## config.mk

```make
export PLATFORM = sky130hd
export DESIGN_NAME = ntc_adc_to_temperature
export DESIGN_NICKNAME = d
export VERILOG_FILES = /design/src/sv/ntc_pkg.sv /design/src/sv/ntc_div.sv /design/src/sv/ntc_adc_to_temperature.sv
export SDC_FILE = /design/constraint.sdc
export NUM_CORES = 1
export LEC_CHECK = 0
export BUFFER_PORTS_ARGS = -buffer_cell sky130_fd_sc_hd__buf_2
export CELL_PAD_IN_SITES_DETAIL_PLACEMENT = 0
export CELL_PAD_IN_SITES_GLOBAL_PLACEMENT = 2
export CORE_MARGIN = 3
export CORE_UTILIZATION = 40
export DETAILED_ROUTE_END_ITERATION = 8
export PLACE_DENSITY = 0.83
export REMOVE_ABC_BUFFERS = 1
export SETUP_SLACK_MARGIN = 0.15
export SYNTH_ARGS = -nofsm -noshare
export SYNTH_HDL_FRONTEND = slang
export SYNTH_SLANG_ARGS = --single-unit
```

## constraint.sdc

```tcl
create_clock -name clk -period 9.9 [get_ports clk]
set_input_delay 0 -clock clk [delete_from_list [all_inputs] [get_ports clk]]
set_output_delay 0 -clock clk [all_outputs]
set_load 0.005 [all_outputs]
```

## src/sv/ntc_pkg.sv

```systemverilog
package ntc_pkg;

  localparam int TABLE_POINTS = 12;
  localparam int ADC_BITS     = 10;
  localparam int OFFSET_W     = 13;
  localparam int STEP_W       = 10;
  localparam int TEMP_W       = 16;
  localparam int SEG_W        = $clog2(TABLE_POINTS);
  localparam int NUM_W        = ADC_BITS + STEP_W;
  localparam int DCNT_W       = $clog2(STEP_W + 1);
  localparam int IN_TDATA_W   = ((ADC_BITS + 7) / 8) * 8;
  localparam int OUT_TDATA_W  = ((TEMP_W + 7) / 8) * 8;
  localparam int CFG_IDX_W    = 1;
  localparam int CFG_DATA_W   = OFFSET_W;

  localparam logic [TEMP_W-1:0]   OOR_CODE     = TEMP_W'(-32767);
  localparam logic [OFFSET_W-1:0] OFFSET_RESET = OFFSET_W'(-200);
  localparam logic [STEP_W-1:0]   STEP_RESET   = STEP_W'(100);

  typedef enum logic [CFG_IDX_W-1:0] {
    CFG_TEMP_OFFSET = 1'b0,
    CFG_TEMP_STEP   = 1'b1
  } cfg_idx_t;

  typedef enum logic [2:0] {
    ST_IDLE,
    ST_SEARCH,
    ST_MULT,
    ST_DIV,
    ST_DONE
  } st_t;

  // Calibration points, strictly descending.
  function automatic logic [ADC_BITS-1:0] cal_rom(input logic [SEG_W-1:0] idx);
    logic [ADC_BITS-1:0] v;
    v = '0;
    unique case (idx)
      4'd0:    v = ADC_BITS'(929);
      4'd1:    v = ADC_BITS'(869);
      4'd2:    v = ADC_BITS'(787);
      4'd3:    v = ADC_BITS'(685);
      4'd4:    v = ADC_BITS'(573);
      4'd5:    v = ADC_BITS'(461);
      4'd6:    v = ADC_BITS'(359);
      4'd7:    v = ADC_BITS'(274);
      4'd8:    v = ADC_BITS'(206);
      4'd9:    v = ADC_BITS'(154);
      4'd10:   v = ADC_BITS'(116);
      4'd11:   v = ADC_BITS'(87);
      default: v = '0;
    endcase
    return v;
  endfunction

endpackage

```

## src/sv/ntc_div.sv

```systemverilog
module ntc_div import ntc_pkg::*; (
  input  logic                clk,
  input  logic                rst_n,
  input  logic                start,
  input  logic [NUM_W-1:0]    num,
  input  logic [ADC_BITS-1:0] den,
  output logic                done,
  output logic [STEP_W-1:0]   quo
);

  logic [ADC_BITS-1:0] rem_r, rem_nxt;
  logic [STEP_W-1:0]   quo_r, quo_nxt;
  logic [DCNT_W-1:0]   cnt_r, cnt_nxt;
  logic                busy_r, busy_nxt;
  logic                done_r, done_nxt;
  logic [ADC_BITS:0]   trial;
  logic                ge;

  // The quotient is known to fit STEP_W bits, so the upper numerator bits
  // seed the remainder and only STEP_W restoring steps are needed.
  assign trial = {rem_r, quo_r[STEP_W-1]};
  assign ge    = (trial >= {1'b0, den});

  always_comb begin
    rem_nxt  = rem_r;
    quo_nxt  = quo_r;
    cnt_nxt  = cnt_r;
    busy_nxt = busy_r;
    done_nxt = 1'b0;
    if (start) begin
      rem_nxt  = num[NUM_W-1:STEP_W];
      quo_nxt  = num[STEP_W-1:0];
      cnt_nxt  = DCNT_W'(STEP_W);
      busy_nxt = 1'b1;
    end else if (busy_r) begin
      rem_nxt = ge ? ADC_BITS'(trial - {1'b0, den}) : trial[ADC_BITS-1:0];
      quo_nxt = {quo_r[STEP_W-2:0], ge};
      cnt_nxt = cnt_r - 1'b1;
      if (cnt_r == DCNT_W'(1)) begin
        busy_nxt = 1'b0;
        done_nxt = 1'b1;
      end
    end
  end

  always_ff @(posedge clk) begin
    rem_r <= rem_nxt;
    quo_r <= quo_nxt;
    cnt_r <= cnt_nxt;
    if (!rst_n) begin
      busy_r <= 1'b0;
      done_r <= 1'b0;
    end else begin
      busy_r <= busy_nxt;
      done_r <= done_nxt;
    end
  end

  assign done = done_r;
  assign quo  = quo_r;

endmodule

```

## src/sv/ntc_adc_to_temperature.sv

```systemverilog
// Thermistor ADC sample to temperature in tenths of a degree.
//
// The input stream carries one ADC sample per item in in_tdata; the output
// stream returns one item per sample: the temperature in out_tdata and an
// out-of-range flag in out_tuser. Samples at or above the first calibration
// point or below the last one return the out-of-range code with the flag set.
//
// One item is handled at a time. A sequencer walks the calibration table
// one point per cycle, then a single multiply feeds a restoring divider
// that yields one quotient bit per cycle. An in-range sample falls in
// a segment from 1 to 11; out-of-range samples skip the multiply and divide.
// The next item can be accepted in the cycle after the result is loaded.
//
// in_tready is high only while the block is idle. The result sits in an
// output register until taken; if the receiver stalls, the next item still
// runs and waits in its final state for the register to free up.
// Reset clears the sequencer and output valid, sets offset -200, step 100.
// The user writes configuration only while idle; the block does not check.
module ntc_adc_to_temperature import ntc_pkg::*; (
  input  logic                   clk,
  input  logic                   rst_n,
  input  logic                   cfg_we,
  input  logic [CFG_IDX_W-1:0]   cfg_index,
  input  logic [CFG_DATA_W-1:0]  cfg_wdata,
  input  logic                   in_tvalid,
  output logic                   in_tready,
  input  logic [IN_TDATA_W-1:0]  in_tdata,   // [9:0] adc_value
  output logic                   out_tvalid,
  input  logic                   out_tready,
  output logic [OUT_TDATA_W-1:0] out_tdata,  // [15:0] temp_tenths
  output logic                   out_tuser   // [0] out_of_range
);

  st_t state_r, state_nxt;

  logic [OFFSET_W-1:0] offset_r;
  logic [STEP_W-1:0]   step_r;
  logic [ADC_BITS-1:0] sample_r;
  logic [SEG_W-1:0]    seg_r;
  logic [TEMP_W-1:0]   base_r;
  logic [STEP_W-1:0]   frac_r;
  logic                oor_r;
  logic                out_valid_r;
  logic [TEMP_W-1:0]   out_temp_r;
  logic                out_oor_r;

  logic [ADC_BITS-1:0] rom_cur, rom_prev;
  logic [ADC_BITS-1:0] span;
  logic [ADC_BITS-1:0] diff;
  logic [NUM_W-1:0]    product;
  logic                below;
  logic                accept;
  logic                out_free;
  logic                div_start;
  logic                div_done;
  logic [STEP_W-1:0]   div_quo;

  assign rom_cur  = cal_rom(seg_r);
  assign rom_prev = cal_rom(seg_r - 1'b1);
  assign span     = rom_prev - rom_cur;
  assign diff     = rom_prev - sample_r;
  assign product  = NUM_W'(diff * step_r);
  assign below    = (sample_r < rom_cur);
  assign accept   = in_tvalid && in_tready;
  assign out_free = !out_valid_r || out_tready;

  ntc_div u_div (
    .clk   (clk),
    .rst_n (rst_n),
    .start (div_start),
    .num   (product),
    .den   (span),
    .done  (div_done),
    .quo   (div_quo)
  );

  always_comb begin
    state_nxt = state_r;
    unique case (state_r)
      ST_IDLE:   if (in_tvalid) state_nxt = ST_SEARCH;
      ST_SEARCH: begin
        if (!below) begin
          state_nxt = (seg_r == '0) ? ST_DONE : ST_MULT;
        end else if (seg_r == SEG_W'(TABLE_POINTS - 1)) begin
          state_nxt = ST_DONE;
        end
      end
      ST_MULT:   state_nxt = ST_DIV;
      ST_DIV:    if (div_done) state_nxt = ST_DONE;
      ST_DONE:   if (out_free) state_nxt = ST_IDLE;
      default:   state_nxt = ST_IDLE;
    endcase
  end

  always_comb begin
    in_tready = 1'b0;
    div_start = 1'b0;
    unique case (state_r)
      ST_IDLE: in_tready = 1'b1;
      ST_MULT: div_start = 1'b1;
      default: begin
        in_tready = 1'b0;
        div_start = 1'b0;
      end
    endcase
  end

  always_ff @(posedge clk) begin
    if (!rst_n) begin
      state_r     <= ST_IDLE;
      offset_r    <= OFFSET_RESET;
      step_r      <= STEP_RESET;
      out_valid_r <= 1'b0;
    end else begin
      state_r <= state_nxt;
      if (cfg_we) begin
        unique case (cfg_idx_t'(cfg_index))
          CFG_TEMP_OFFSET: offset_r <= cfg_wdata[OFFSET_W-1:0];
          CFG_TEMP_STEP:   step_r   <= cfg_wdata[STEP_W-1:0];
          default:         offset_r <= offset_r;
        endcase
      end
      if (state_r == ST_DONE && out_free) begin
        out_valid_r <= 1'b1;
      end else if (out_tready) begin
        out_valid_r <= 1'b0;
      end
    end
  end

  // Datapath. base_r gathers offset + (seg - 1) * step during the walk.
  always_ff @(posedge clk) begin
    if (accept) begin
      sample_r <= in_tdata[ADC_BITS-1:0];
      seg_r    <= '0;
      base_r   <= {{(TEMP_W - OFFSET_W){offset_r[OFFSET_W-1]}}, offset_r};
      oor_r    <= 1'b0;
    end
    if (state_r == ST_SEARCH) begin
      if (below) begin
        if (seg_r == SEG_W'(TABLE_POINTS - 1)) begin
          oor_r <= 1'b1;
        end else begin
          seg_r <= seg_r + 1'b1;
          if (seg_r != '0) begin
            base_r <= base_r + {{(TEMP_W - STEP_W){1'b0}}, step_r};
          end
        end
      end else if (seg_r == '0) begin
        oor_r <= 1'b1;
      end
    end
    // A flat segment would make the fraction zero.
    if (state_r == ST_DIV && div_done) begin
      frac_r <= (span == '0) ? '0 : div_quo;
    end
    if (state_r == ST_DONE && out_free) begin
      out_oor_r  <= oor_r;
      out_temp_r <= oor_r ? OOR_CODE
                          : base_r + {{(TEMP_W - STEP_W){1'b0}}, frac_r};
    end
  end

  assign out_tvalid = out_valid_r;
  assign out_tdata  = OUT_TDATA_W'(out_temp_r);
  assign out_tuser  = out_oor_r;

endmodule
```

==> parameters.txt, run 1 <==
Parameter                              Value

Floorplanning
  Starting utilization of the core area ... 0.409
  Chip Width ... 169 µm
  Count of standard-cell rows ... 59
  Standard cell core area ... ~26000 µm²
  Die Ht ... approximately 170 µm
  Die area ... 28700 µm²
  Top Ports ... 54

Clock network
  Worst-Skew Late Latency ... 0.42 ns
  Clock tree from TritonCTS ... built
  CTS clock-pin slew for the worst setup and hold paths ... 0.07 ns
  H-tree depth reported by CTS ... 4
  Number of buffers created by CTS ... 17
  Buffer levels on the longest clock path ... 2
  # Post-CTS Setup Buffers ... 0
  Cell at the root of the clock tree ... clkbuf_16
  Count of clock tree sinks ... 121

STA
  Max Slew Vio Count ... 0
  Fmax ... 115 MHz
  Final Setup Violations ... 0
  Unrepaired setup endpoints after global routing ... false
  Headroom to the max-slew limit ... 0.319
  Total Neg Setup Slack ... 0 ns
  Shortest period the worst path allows ... 8.67 ns
  Slew at the pin with the worst max-slew slack ... 1.01 ns
  Clock skew after layout ... 0.0126 ns
  Fin. Hold Viols ... 0
  Post-route clock period utilization ... 0.876

Critical path
  Terminus of the critical flop-to-flop path ... u_div.rem_r[6]
  Minimum setup slack among reg-to-reg paths ... 1.23 ns
  Critical path arrival ... 8.81 ns
  Cells on worst reg2reg path ... 28
  Crit end category ... register
  WP depth ... 28
  Startpoint of the worst setup timing path ... seg_r[0]
  Required time reported for the critical path endpoint ... 10.04 ns
  R2R Path Start ... seg_r[0]
  Cell with the most instances on the worst path ... ha_1
  Max incr delay on CP ... 0.62 ns
  Worst setup path class ... reg -> reg
  Critical path capture point ... u_div.rem_r[6]
  Buffers plus inverters on the worst setup path ... 4
  Dominant delay contributor by cell family on the critical path ... adder cells
  Largest driver fanout on the critical path ... 13
  Kind of start point of the critical path ... register
  Max stage delay cell, worst path ... o311ai_0

Layout
  Proportion of layout cells with a drive suffix above 1 ... 0.0891
  Final antenna diode count ... 0
  Final Net Count ... 1462
  Synth-to-Final Area Change ... 13.2%
  Fill count ... 2593

Routing
  Wire length after detailed routing ... between 20000 and 25000 µm
  First-pass iteration count of the detailed router ... 5
  # DRC ... 0
  Vias per cell ... ~5
  Initial detailed-routing violation count ... 552
  Post-detailed-route count of antenna-violating nets ... 0
  Via count ... 8082
  Routed wire length per instance ... 15.7 µm

Placement
  Final Wtd Congestion ... around 0.81
  Port buffer count ... 47
  HPWL after DPL ... 19200 µm

Global routing
  Initial antenna violation count ... 1
  Vias in the first global route ... 8383
  Overall global routing resource usage ... 0.181
  Wire length of the first global-routing pass ... roughly 42000 µm
  Total grt overflow ... 0
  Largest net degree at the start of global routing ... 30

Synthesis
  Synth Warn # ... 0
  Number of flip-flops and latches in the synthesized netlist ... between 100 and 150
  Number of enable-type register cells in the synthesized netlist ... 57
  Cell variety after synth ... 72
  Per-instance average area after synthesis ... between 9 and 10 µm²
  Synth Flop Type ... dfxtp_1
  Part of the Yosys area used for sequential elements ... 0.280
  Post-synthesis cell count ... 1170
  Post-synth design cell area ... about 11000 µm²
  Post-synth ARST share ... 0

Job
  Max-cap violations ... 0

Run status
  Outcome ... complete, no violations

Hold path
  Path type of the worst min-delay path ... in -> reg
-- cell type report --
type	count	area, µm²	share of cell area
multi-input combinational	894	7090	0.586
sequential	121	2990	0.247
timing repair buffer	83	568	0.0470
clock buffer	18	450	0.0372
inverter	116	440	0.0364
tap	335	419	0.0347
clock inverter	14	136	0.0113
-- kinds of logic after synthesis --
family | count (synthesis) | synth area share
compound gates | 232 | 0.143
flops | 121 | 0.280
xor+xnor | 62 | 0.0508
simple gates | 383 | 0.173
buf+inv | 155 | 0.0567
mux | 23 | 0.0226
fa+ha+maj | 194 | 0.274
-- Yosys cell counts, types with 4 or more instances --
cell	instances	area share
a21o_1	17	0.012
clkbuf_1	32	0.011
nor3_1	14	0.0066
o31ai_1	6	0.0042
a211oi_1	16	0.011
dfxtp_1	64	0.12
xor2_1	23	0.019
o21bai_1	7	0.0049
nand4_1	7	0.0041
nand2b_1	22	0.013
a21boi_0	18	0.013
nor2b_1	25	0.015
and3_1	8	0.0047
ha_1	127	0.15
nand3_1	22	0.010
nand2_1	161	0.057
o21a_1	12	0.0084
edfxtp_1	57	0.16
fa_1	67	0.13
and2_1	56	0.033
o22ai_1	4	0.0023
a31oi_1	7	0.0041
o21ai_0	62	0.029
mux2i_1	20	0.019
inv_1	114	0.040
xnor2_1	39	0.032
nor2_1	52	0.018
o211ai_1	4	0.0028
a21oi_1	51	0.024
-- worst reg2reg max path: cells and delay by family, from the launching register on --
kind,cells,cell delay [ns]
and+or+nand+nor,3,0.81
buffers and inverters,4,0.57
muxes,1,0.10
DFF,1,0.48
xor gates and xnor gates,2,0.30
AOI/OAI and AO/OA,9,2.29
adders and majority gates,9,3.86
-- registers in the layout, summed over array words and instances (netlist names) --
name and count:
base_r 16, frac_r 10, offset_r 13, oor_r 1
out_tdata 16, out_tuser 1, out_tvalid 1, rom_cur 10
sample_r 10, seg_r 4, state_r 3, step_r 10
u_div.busy_r 1, u_div.cnt_r 4, u_div.done 1, u_div.quo 10
u_div.rem_r 10
-- layer usage --
layer | up-vias | share of wire | wire length, µm | GRT usage
li1 | 4108 | - | - | -
met1 | 3845 | 0.47 | 11700 | 0.235
met2 | 111 | 0.49 | 12000 | 0.323
met3 | 18 | 0.027 | 676 | 0.0231
met4 | 0 | 0.012 | 303 | 0.0409
met5 | - | 0 | 0 | 0
-- layout by cell type, fill, tap and decap left out, types with 20 or more instances in the layout --
master / instances
a21oi_1: 51
and2_1: 56
buf_2: 47
dfxtp_1: 64
dlygate4sd3_1: 25
edfxtp_1: 57
fa_1: 67
ha_1: 127
inv_1: 114
mux2i_1: 20
nand2_1: 161
nand2b_1: 22
nand3_1: 22
nor2_1: 52
nor2b_1: 25
o21ai_0: 62
xnor2_1: 39
xor2_1: 23
-- timing repair --
action | CTS | global route
gates resized for setup | 0 | 0
hold buffers | 25 | 0
setup endpoints to repair | 0 | 0
endpoints found under the hold margin | 36 | 0
-- metrics by stage --
step / cells / utilization / worst slack, ns / area (µm²) / hold slack [ns]
after global placement: 1524 / 0.431 / 1.29 / 11300 / 0.176
final: 1581 / 0.463 / 1.23 / 12100 / 0.0262
after CTS: 1581 / 0.463 / 1.17 / 12100 / 0.0268
after global routing: 1581 / 0.463 / 0.498 / 12100 / 0.0380
after floorplan: 1131 / - / 2.20 / 10500 / 0.0718
after detailed placement: 1524 / 0.431 / 1.24 / 11300 / 0.178
-- worst min-delay path by stage --
stage                      startpoint           end  slack, ns  depth (start not counted)
after floorplan                 rst_n  offset_r[10]       0.07                          1
after global placement    in_tdata[5]   sample_r[5]       0.18                          1
after detailed placement  in_tdata[7]   sample_r[7]       0.18                          1
after CTS                       rst_n     step_r[5]       0.03                          2
after global routing            rst_n     step_r[5]       0.04                          2
final                           rst_n     step_r[6]       0.03                          2
Power of run 1 is not shown: default switching activity piles up to over one toggle a cycle in this logic, so the estimate is an artifact.
==> run 2: changes to the inputs <==
- REMOVE_ABC_BUFFERS: 1 -> not set
==> parameters.txt, run 2 (synthesis gave the netlist of run 1 again) <==
Parameter                              Value

Run status
  Outcome ... complete, no violations

Floorplanning
  Count of standard-cell rows ... 59
  Die area ... 28700 µm²
  Top Ports ... 54
  Standard cell core area ... ~26000 µm²
  Die Ht ... 169 µm
  Starting utilization of the core area ... 0.409
  Chip Width ... 169 µm

Critical path
  Largest driver fanout on the critical path ... 13
  Critical path arrival ... 8.72 ns
  Terminus of the critical flop-to-flop path ... u_div.rem_r[6]
  Required time reported for the critical path endpoint ... 10.04 ns
  Kind of start point of the critical path ... register
  R2R Path Start ... seg_r[0]
  Minimum setup slack among reg-to-reg paths ... 1.33 ns
  Crit end category ... register
  Cells on worst reg2reg path ... 25
  Worst setup path class ... reg -> reg

Global routing
  Largest net degree at the start of global routing ... 30
  Vias in the first global route ... between 8k and 9k
  Overall global routing resource usage ... 0.177
  Wire length of the first global-routing pass ... 41200 µm
  Total grt overflow ... 0
  Initial antenna violation count ... 0

Placement
  Placed Instance Area ... 11200 µm²
  HPWL after DPL ... 19100 µm
  Final Wtd Congestion ... 0.808
  Port buffer count ... 47
  Worst slack at placement ... 1.28 ns

Hold path
  End point of the worst hold path ... offset_r[12]
  Number of cells on the worst hold path ... 2
  Path type of the worst min-delay path ... in -> reg
  Min-Delay Startpoint ... rst_n

STA
  Unrepaired setup endpoints after global routing ... false
  Final WS setup ... about 1.3 ns
  Total Neg Setup Slack ... 0 ns
  Headroom to the max-slew limit ... 0.315
  Post-route clock period utilization ... 0.866
  Shortest period the worst path allows ... 8.57 ns
  Final Setup Violations ... 0
  Fmax ... between 100 and 150 MHz
  Clock skew after layout ... roughly 0.016 ns
  Max Slew Vio Count ... 0
  Slew at the pin with the worst max-slew slack ... roughly 1 ns
  Fin. Hold Viols ... 0

Layout
  Most common cell after layout, fill and taps aside ... nand2_1
  Fill count ... 2594
  Final instance area ... about 12000 µm²
  Total area of multi-input combinational cells ... 7090 µm²
  Final Net Count ... ~1.5k
  Proportion of layout cells with a drive suffix above 1 ... 0.0860
  Commonest non-fill, non-tap cells in the layout ... nand2_1, ha_1, inv_1
  Synth-to-Final Area Change ... 12.7%
  Final antenna diode count ... 0
  Storage cell area ... 2990 µm²

Routing
  First-pass iteration count of the detailed router ... 5
  # DRC ... 0
  Initial detailed-routing violation count ... 449
  Vias per cell ... 5.16
  Wire length after detailed routing ... 24500 µm
  Post-detailed-route count of antenna-violating nets ... 0
  Via count ... 8145
  Routed wire length per instance ... 15.5 µm

Clock network
  CTS clock-pin slew for the worst setup and hold paths ... 0.07 ns
  # Post-CTS Setup Buffers ... 0
  Clock tree from TritonCTS ... built
  Worst-Skew Late Latency ... 0.42 ns
  Number of buffers created by CTS ... 17
  Count of clock tree sinks ... 121
  Buffer levels on the longest clock path ... 2
  H-tree depth reported by CTS ... 4
  Cell at the root of the clock tree ... clkbuf_16

Synthesis
  Syn Nets ... 1399

Job
  Max-cap violations ... 0
[run 2: worst max path at each step]
stage               startpoint        endpoint  slack [ns]  depth (start not counted)
floorplan             seg_r[0]  u_div.rem_r[8]        2.12                         31
global placement      seg_r[0]  u_div.rem_r[6]        1.38                         28
detailed placement    seg_r[0]  u_div.rem_r[6]        1.28                         28
CTS                   seg_r[0]  u_div.rem_r[6]        1.29                         28
global route          seg_r[0]  u_div.rem_r[6]        0.61                         29
finish                seg_r[0]  u_div.rem_r[6]        1.33                         25
[run 2: per-layer routing]
layer / global-route usage / up-vias / share of wire
li1: - / 4113 / -
met1: 0.238 / 3892 / 0.48
met2: 0.303 / 113 / 0.47
met3: 0.0298 / 27 / 0.030
met4: 0.0366 / 0 / 0.013
met5: 0 / - / 0
[run 2: area by class of cell]
type | instances | share of cell area
tap | 335 | 0.0348
inverter | 116 | 0.0366
clock buffer | 22 | 0.0404
sequential | 121 | 0.248
timing repair buffer | 81 | 0.0459
multi-input combinational | 894 | 0.588
clock inverter | 10 | 0.00540
[run 2: stage by stage]
step | hold slack (ns) | util | std cells
6_report | 0.0296 | 0.461 | 1579
5_1_grt | 0.0492 | 0.461 | 1579
4_1_cts | 0.0428 | 0.461 | 1579
3_5_place_dp | 0.178 | 0.430 | 1522
3_3_place_gp | 0.177 | 0.430 | 1522
2_1_floorplan | 0.0989 | - | 1170
[run 2: timing repair]
action                                 CTS  global route
setup endpoints to repair                0             0
endpoints found under the hold margin   36             0
hold buffers                            25             0
gates resized for setup                  0             0
[run 2: critical path: stages, from the launching register on]
cell and delay, ns:
dfxtp_1 0.48, inv_1 0.19, ha_1 0.29, ha_1 0.53
inv_1 0.15, a221oi_1 0.51, ha_1 0.38, xnor2_1 0.80
nand2_1 0.18, fa_1 0.54, inv_1 0.06, fa_1 0.46
ha_1 0.34, fa_1 0.55, inv_1 0.06, fa_1 0.53
inv_1 0.04, ha_1 0.35, a21o_1 0.20, a21oi_1 0.17
a21boi_0 0.21, o311ai_0 0.67, nand2_1 0.12, a21oi_1 0.20
xor2_1 0.20, mux2i_1 0.09
Power of run 2 is left out for the same reason.
